[src/knn_pkg.sv]
// shared constants, codes and controller/datapath interface types
// for the three-nearest-neighbour classifier; no dependencies
package knn_pkg;

   localparam int MAX_POINTS_DEF = 256;
   localparam int NEIGHBOURS_DEF = 3;

   localparam int OP_W    = 2;
   localparam int TEMP_W  = 11;
   localparam int RAIN_W  = 14;
   localparam int LABEL_W = 3;
   localparam int CODE_W  = 3;
   localparam int DIST_W  = 30;
   localparam int TSQ_W   = 22;
   localparam int RSQ_W   = 28;
   localparam int POINT_W = 3 * TEMP_W + RAIN_W + LABEL_W;

   localparam logic [OP_W-1:0] OP_LOAD     = 2'd0;
   localparam logic [OP_W-1:0] OP_CLASSIFY = 2'd1;
   localparam logic [OP_W-1:0] OP_CLEAR    = 2'd2;

   localparam logic [CODE_W-1:0]  CODE_UNIDENTIFIED = 3'd5;
   localparam logic [LABEL_W-1:0] LABEL_MAX         = 3'd4;
   localparam logic [DIST_W-1:0]  DIST_MAX          = {DIST_W{1'b1}};

   typedef enum logic [1:0] {
      ST_IDLE,
      ST_SCAN,
      ST_VOTE
   } state_type;

   typedef struct packed {
      logic write;
      logic respond_full;
      logic clear;
      logic capture;
      logic issue;
      logic respond_vote;
   } cmd_type;

   typedef struct packed {
      logic full;
      logic scan_done;
      logic pipe_busy;
   } status_type;

endpackage

[src/knn_ctrl.sv]
// controller state machine: decodes commands, sequences the scan and vote
// depends on knn_pkg
module knn_ctrl (
   input  logic                        clock,
   input  logic                        reset,
   input  logic                        start,
   input  logic [knn_pkg::OP_W-1:0]    operation,
   input  knn_pkg::status_type         status,
   output logic                        busy,
   output knn_pkg::cmd_type            cmd
);

   knn_pkg::state_type state_ff, state_in;

   always_ff @(posedge clock) begin
      if (reset) begin
         state_ff <= knn_pkg::ST_IDLE;
      end else begin
         state_ff <= state_in;
      end
   end

   always_comb begin
      state_in = state_ff;
      case (state_ff)
         knn_pkg::ST_IDLE: begin
            if (start && operation == knn_pkg::OP_CLASSIFY) begin
               state_in = knn_pkg::ST_SCAN;
            end
         end
         knn_pkg::ST_SCAN: begin
            if (status.scan_done && !status.pipe_busy) begin
               state_in = knn_pkg::ST_VOTE;
            end
         end
         knn_pkg::ST_VOTE: state_in = knn_pkg::ST_IDLE;
         default: state_in = knn_pkg::ST_IDLE;
      endcase
   end

   always_comb begin
      cmd  = '0;
      busy = 1'b1;
      case (state_ff)
         knn_pkg::ST_IDLE: begin
            busy = 1'b0;
            if (start) begin
               case (operation)
                  knn_pkg::OP_LOAD: begin
                     cmd.write        = !status.full;
                     cmd.respond_full = status.full;
                  end
                  knn_pkg::OP_CLASSIFY: cmd.capture = 1'b1;
                  knn_pkg::OP_CLEAR: cmd.clear = 1'b1;
                  default: cmd = '0;
               endcase
            end
         end
         knn_pkg::ST_SCAN: cmd.issue = !status.scan_done;
         knn_pkg::ST_VOTE: cmd.respond_vote = 1'b1;
         default: cmd = '0;
      endcase
   end

endmodule

[config.mk]
export PLATFORM = sky130hd
export DESIGN_NAME = knn_ctrl
export DESIGN_NICKNAME = d
export VERILOG_FILES = /design/src/knn_pkg.sv /design/src/knn_ctrl.sv
export SDC_FILE = /design/constraint.sdc
export NUM_CORES = 1
export LEC_CHECK = 0
export BUFFER_PORTS_ARGS = -buffer_cell sky130_fd_sc_hd__buf_4
export CAP_MARGIN = 20
export CORE_AREA = 2 2 39 41
export DETAILED_ROUTE_END_ITERATION = 7
export DIE_AREA = 0 0 41 43
export PLACE_DENSITY = 0.37
export SLEW_MARGIN = 20
export SYNTH_ARGS = -nofsm -noshare
export SYNTH_HDL_FRONTEND = slang
export SYNTH_SLANG_ARGS = --single-unit
[constraint.sdc]
create_clock -name clock -period 1.4 [get_ports clock]
set_input_delay 0.07 -clock clock [delete_from_list [all_inputs] [get_ports clock]]
set_output_delay 0.07 -clock clock [all_outputs]
set_load 0.01 [all_outputs]
==> impl_metrics.sql <==
INSERT INTO impl_metrics (metric_group, metric, value, unit) VALUES
('power_and_ir_drop', 'power.switching', '0.05460', 'mW'),
('synthesis', 'synth-compound-area-share', '5.833', '%'),
('sta', 'tmin_final', '1394', 'ps'),
('worst_setup_path', 'worst-r2r-setup-slack', '460', 'ps'),
('synthesis', 'synth.ff_latch_count', '2', ''),
('floorplan', 'num_rows', '14', ''),
('detailed_routing', 'antenna_violating_nets_post_route', '0', ''),
('sta', 'grt_setup_unrepaired', 'true', ''),
('sta', 'max_clock_freq', '717.2', 'MHz'),
('sta', 'clock_skew', '0.6474', 'ps'),
('synthesis', 'largest_family_of_logic_cells_by_synthesized_area', 'simple AND/OR/NAND/NOR gates', ''),
('cts', 'clkSlewWorstSetupHoldPaths', '30', 'ps'),
('sta', 'report.final.hold_viol_count', '0', ''),
('synthesis', 'adder_and_majority_gate_portion_of_the_synthesized_area', '0', '%'),
('layout', 'final_layout_size_suffix_gt1_share', '66.67', '%'),
('synthesis', 'avgSynthCellArea', '10.01', 'µm²'),
('worst_setup_path', 'critical_path_required', '1330', 'ps'),
('cts', 'cts_made_buffers', '3', ''),
('detailed_routing', 'detail_route.vias_per_cell', '3.776', ''),
('worst_setup_path', 'setup.worst_path.end_class', 'output pin', ''),
('worst_setup_path', 'critical_path.max_stage_delay', '430', 'ps'),
('power_and_ir_drop', 'combinationalPowerShare', '23.7', '%'),
('global_routing', 'grtUsageTotal', '5.606', '%'),
('power_and_ir_drop', 'internal_power', '0.1883', 'mW'),
('flow_run', 'max_cap_viol_count', '0', ''),
('hold_path', 'worstHoldPathType', 'primary input to flip-flop', ''),
('layout', 'largest_registers', 'state_ff (2)', ''),
('power_and_ir_drop', 'power-per-cell-area', '792.4', 'nW/µm²'),
('placed_design', 'detailed_place.area', '275.3', 'µm²'),
('layout', 'finalInstanceArea', '306.5', 'µm²'),
('layout', 'areaGrowthSynthToFinish', '104.2', '%'),
('global_routing', 'grt.overflow.total', '0', ''),
('synthesis', 'synthCells', '15', ''),
('cts', 'htree_num_levels', '1', ''),
('synthesis', 'synth_cell_type_count', '11', ''),
('synthesis', 'synth.largest_area_cell', 'sky130_fd_sc_hd__dfxtp_1', ''),
('placed_design', 'port-buffer-count', '14', ''),
('sta', 'tightest_slew', '220.7', 'ps'),
('synthesis', 'synth_top_cells_by_area', 'sky130_fd_sc_hd__dfxtp_1, sky130_fd_sc_hd__nor4b_4, sky130_fd_sc_hd__nor3b_1', ''),
('global_routing', 'first_global_vias', '162', ''),
('floorplan', 'dieArea', '1763', 'µm²'),
('synthesis', 'yosys.area.top_type_share', '26.67', '%'),
('sta', 'total_of_endpoints_with_negative_setup_slack_in_the_final_report', '0', ''),
('layout', 'register_with_the_most_flip_flops', 'state_ff', ''),
('sta', 'finalMaxSlewViolations', '0', ''),
('detailed_routing', 'drt_pass1_iterations', '3', ''),
('placed_design', 'place_congestion', '0.5647', ''),
('sta', 'postLayoutSetupSlackWorst', '5.701', 'ps'),
('cts', 'clock_tree.buffer_depth', '2', ''),
('power_and_ir_drop', 'power.switching_fraction', '22.48', '%'),
('detailed_routing', 'drc_violations_left', '0', ''),
('synthesis', 'post_synth_and_or_nand_nor_area_fraction', '67.50', '%'),
('layout', 'most_common_cell_after_layout_fill_and_taps_aside', 'sky130_fd_sc_hd__buf_4', ''),
('worst_setup_path', 'category_of_the_worst_setup_path_launch_point', 'flip-flop', ''),
('cts', 'cts_tree', 'done', ''),
('outcome', 'outcome', 'finished clean', ''),
('power_and_ir_drop', 'power.total', '0.2429', 'mW'),
('power_and_ir_drop', 'power.sequential.fraction', '24.9', '%'),
('global_routing', 'antenna_found_initial', '0', ''),
('layout', 'number_of_diodes', '0', ''),
('layout', 'post-route-util', '22.15', '%'),
('layout', 'nets', '43', ''),
('synthesis', 'synth.yosys.warnings', '0', ''),
('detailed_routing', 'drt_iter0_drc', '1', ''),
('worst_setup_path', 'critical-path-slowest-cell', 'sky130_fd_sc_hd__or3b_4', ''),
('floorplan', 'count_of_pins_on_the_block_boundary', '15', ''),
('power_and_ir_drop', 'cellLeakagePower', '0.1419', 'nW'),
('worst_setup_path', 'path_class', 'flip-flop to output pin', ''),
('layout', 'final_cell_mix', 'sky130_fd_sc_hd__buf_4, sky130_fd_sc_hd__nor3b_1, sky130_fd_sc_hd__clkbuf_4', ''),
('synthesis', 'portion_of_netlist_area_occupied_by_mux_cells', '0', '%'),
('floorplan', 'dieHeight', '43', 'µm');
cell usage after synthesis:
| cell | number |
|---|---|
| sky130_fd_sc_hd__nand2b_1 | 1 |
| sky130_fd_sc_hd__or2_2 | 1 |
| sky130_fd_sc_hd__nor3b_1 | 3 |
| sky130_fd_sc_hd__nor2b_1 | 2 |
| sky130_fd_sc_hd__dfxtp_1 | 2 |
| sky130_fd_sc_hd__nor4_1 | 1 |
| sky130_fd_sc_hd__nor2_1 | 1 |
| sky130_fd_sc_hd__or3b_4 | 1 |
| sky130_fd_sc_hd__nor4b_4 | 1 |
| sky130_fd_sc_hd__or3b_1 | 1 |
| sky130_fd_sc_hd__o32ai_1 | 1 |
metrics by stage:
stage               std cells  hold WS [ps]  setup TNS (ps)
floorplan                  15         146.1               0
global route               49         26.92          -185.0
CTS                        49         23.52          -14.89
finish                     49         32.71               0
global placement           45         259.6               0
detailed placement         45         262.8               0
layer usage:
layer / wire length, µm / part of all wire [%] / global-route usage [%] / up-vias
met5: 0 / 0 / 0 / -
met4: 0 / 0 / 6.000 / 0
met3: 87 / 20 / 3.141 / 0
met2: 180 / 41 / 7.187 / 15
met1: 176 / 40 / 5.732 / 77
li1: - / - / - / 93
power groups by stage:
| stage | clock network (mW) | registers, mW | logic (mW) |
|---|---|---|---|
| 3_3_place_gp | 0 | 0.0613 | 0.0547 |
| 4_1_cts | 0.134 | 0.0604 | 0.0584 |
| 2_1_floorplan | 0 | 0.0611 | 0.0229 |
| 3_5_place_dp | 0 | 0.0614 | 0.0557 |
| 6_report | 0.125 | 0.0605 | 0.0575 |
| 5_1_grt | 0.139 | 0.0608 | 0.0620 |
cell families (layout without fill, tap and decap cells):
family / count (synthesis) / after routing
and+or+nand+nor: 12 / 12
DFF: 2 / 2
buffers and inverters: 0 / 18
AOI/OAI and AO/OA: 1 / 1
final timing paths:
| path | depth (start not counted) | from | endpoint |
|---|---|---|---|
| max | 3 | state_ff[0] | cmd[4] |
| max reg2reg | 2 | state_ff[0] | state_ff[0] |
| min reg2reg | 2 | state_ff[0] | state_ff[0] |
| min | 2 | reset | state_ff[1] |
area by class of cell:
| cell class | instances | area (µm²) | share of cell area, % |
|---|---|---|---|
| flip-flops and latches | 2 | 41.29 | 13.47 |
| repair buffers | 15 | 112.6 | 36.73 |
| multi-input cells | 13 | 110.1 | 35.92 |
| well taps | 16 | 20.02 | 6.531 |
| clock buffers | 3 | 22.52 | 7.347 |
worst max-delay path: cells and delay by family (launching register included):
family                 cells  cell delay [ps]
DFF                        1              310
and+or+nand+nor            2              640
buffers and inverters      1              150
what timing repair did:
item | 4_1_cts | 5_1_grt
endpoints found under the setup margin | 3 | 4
buffers inserted | 1 | 0
pin swaps | 2 | 0
resized for setup | 1 | 0
Note: power is estimated with default switching activity, not from simulation.
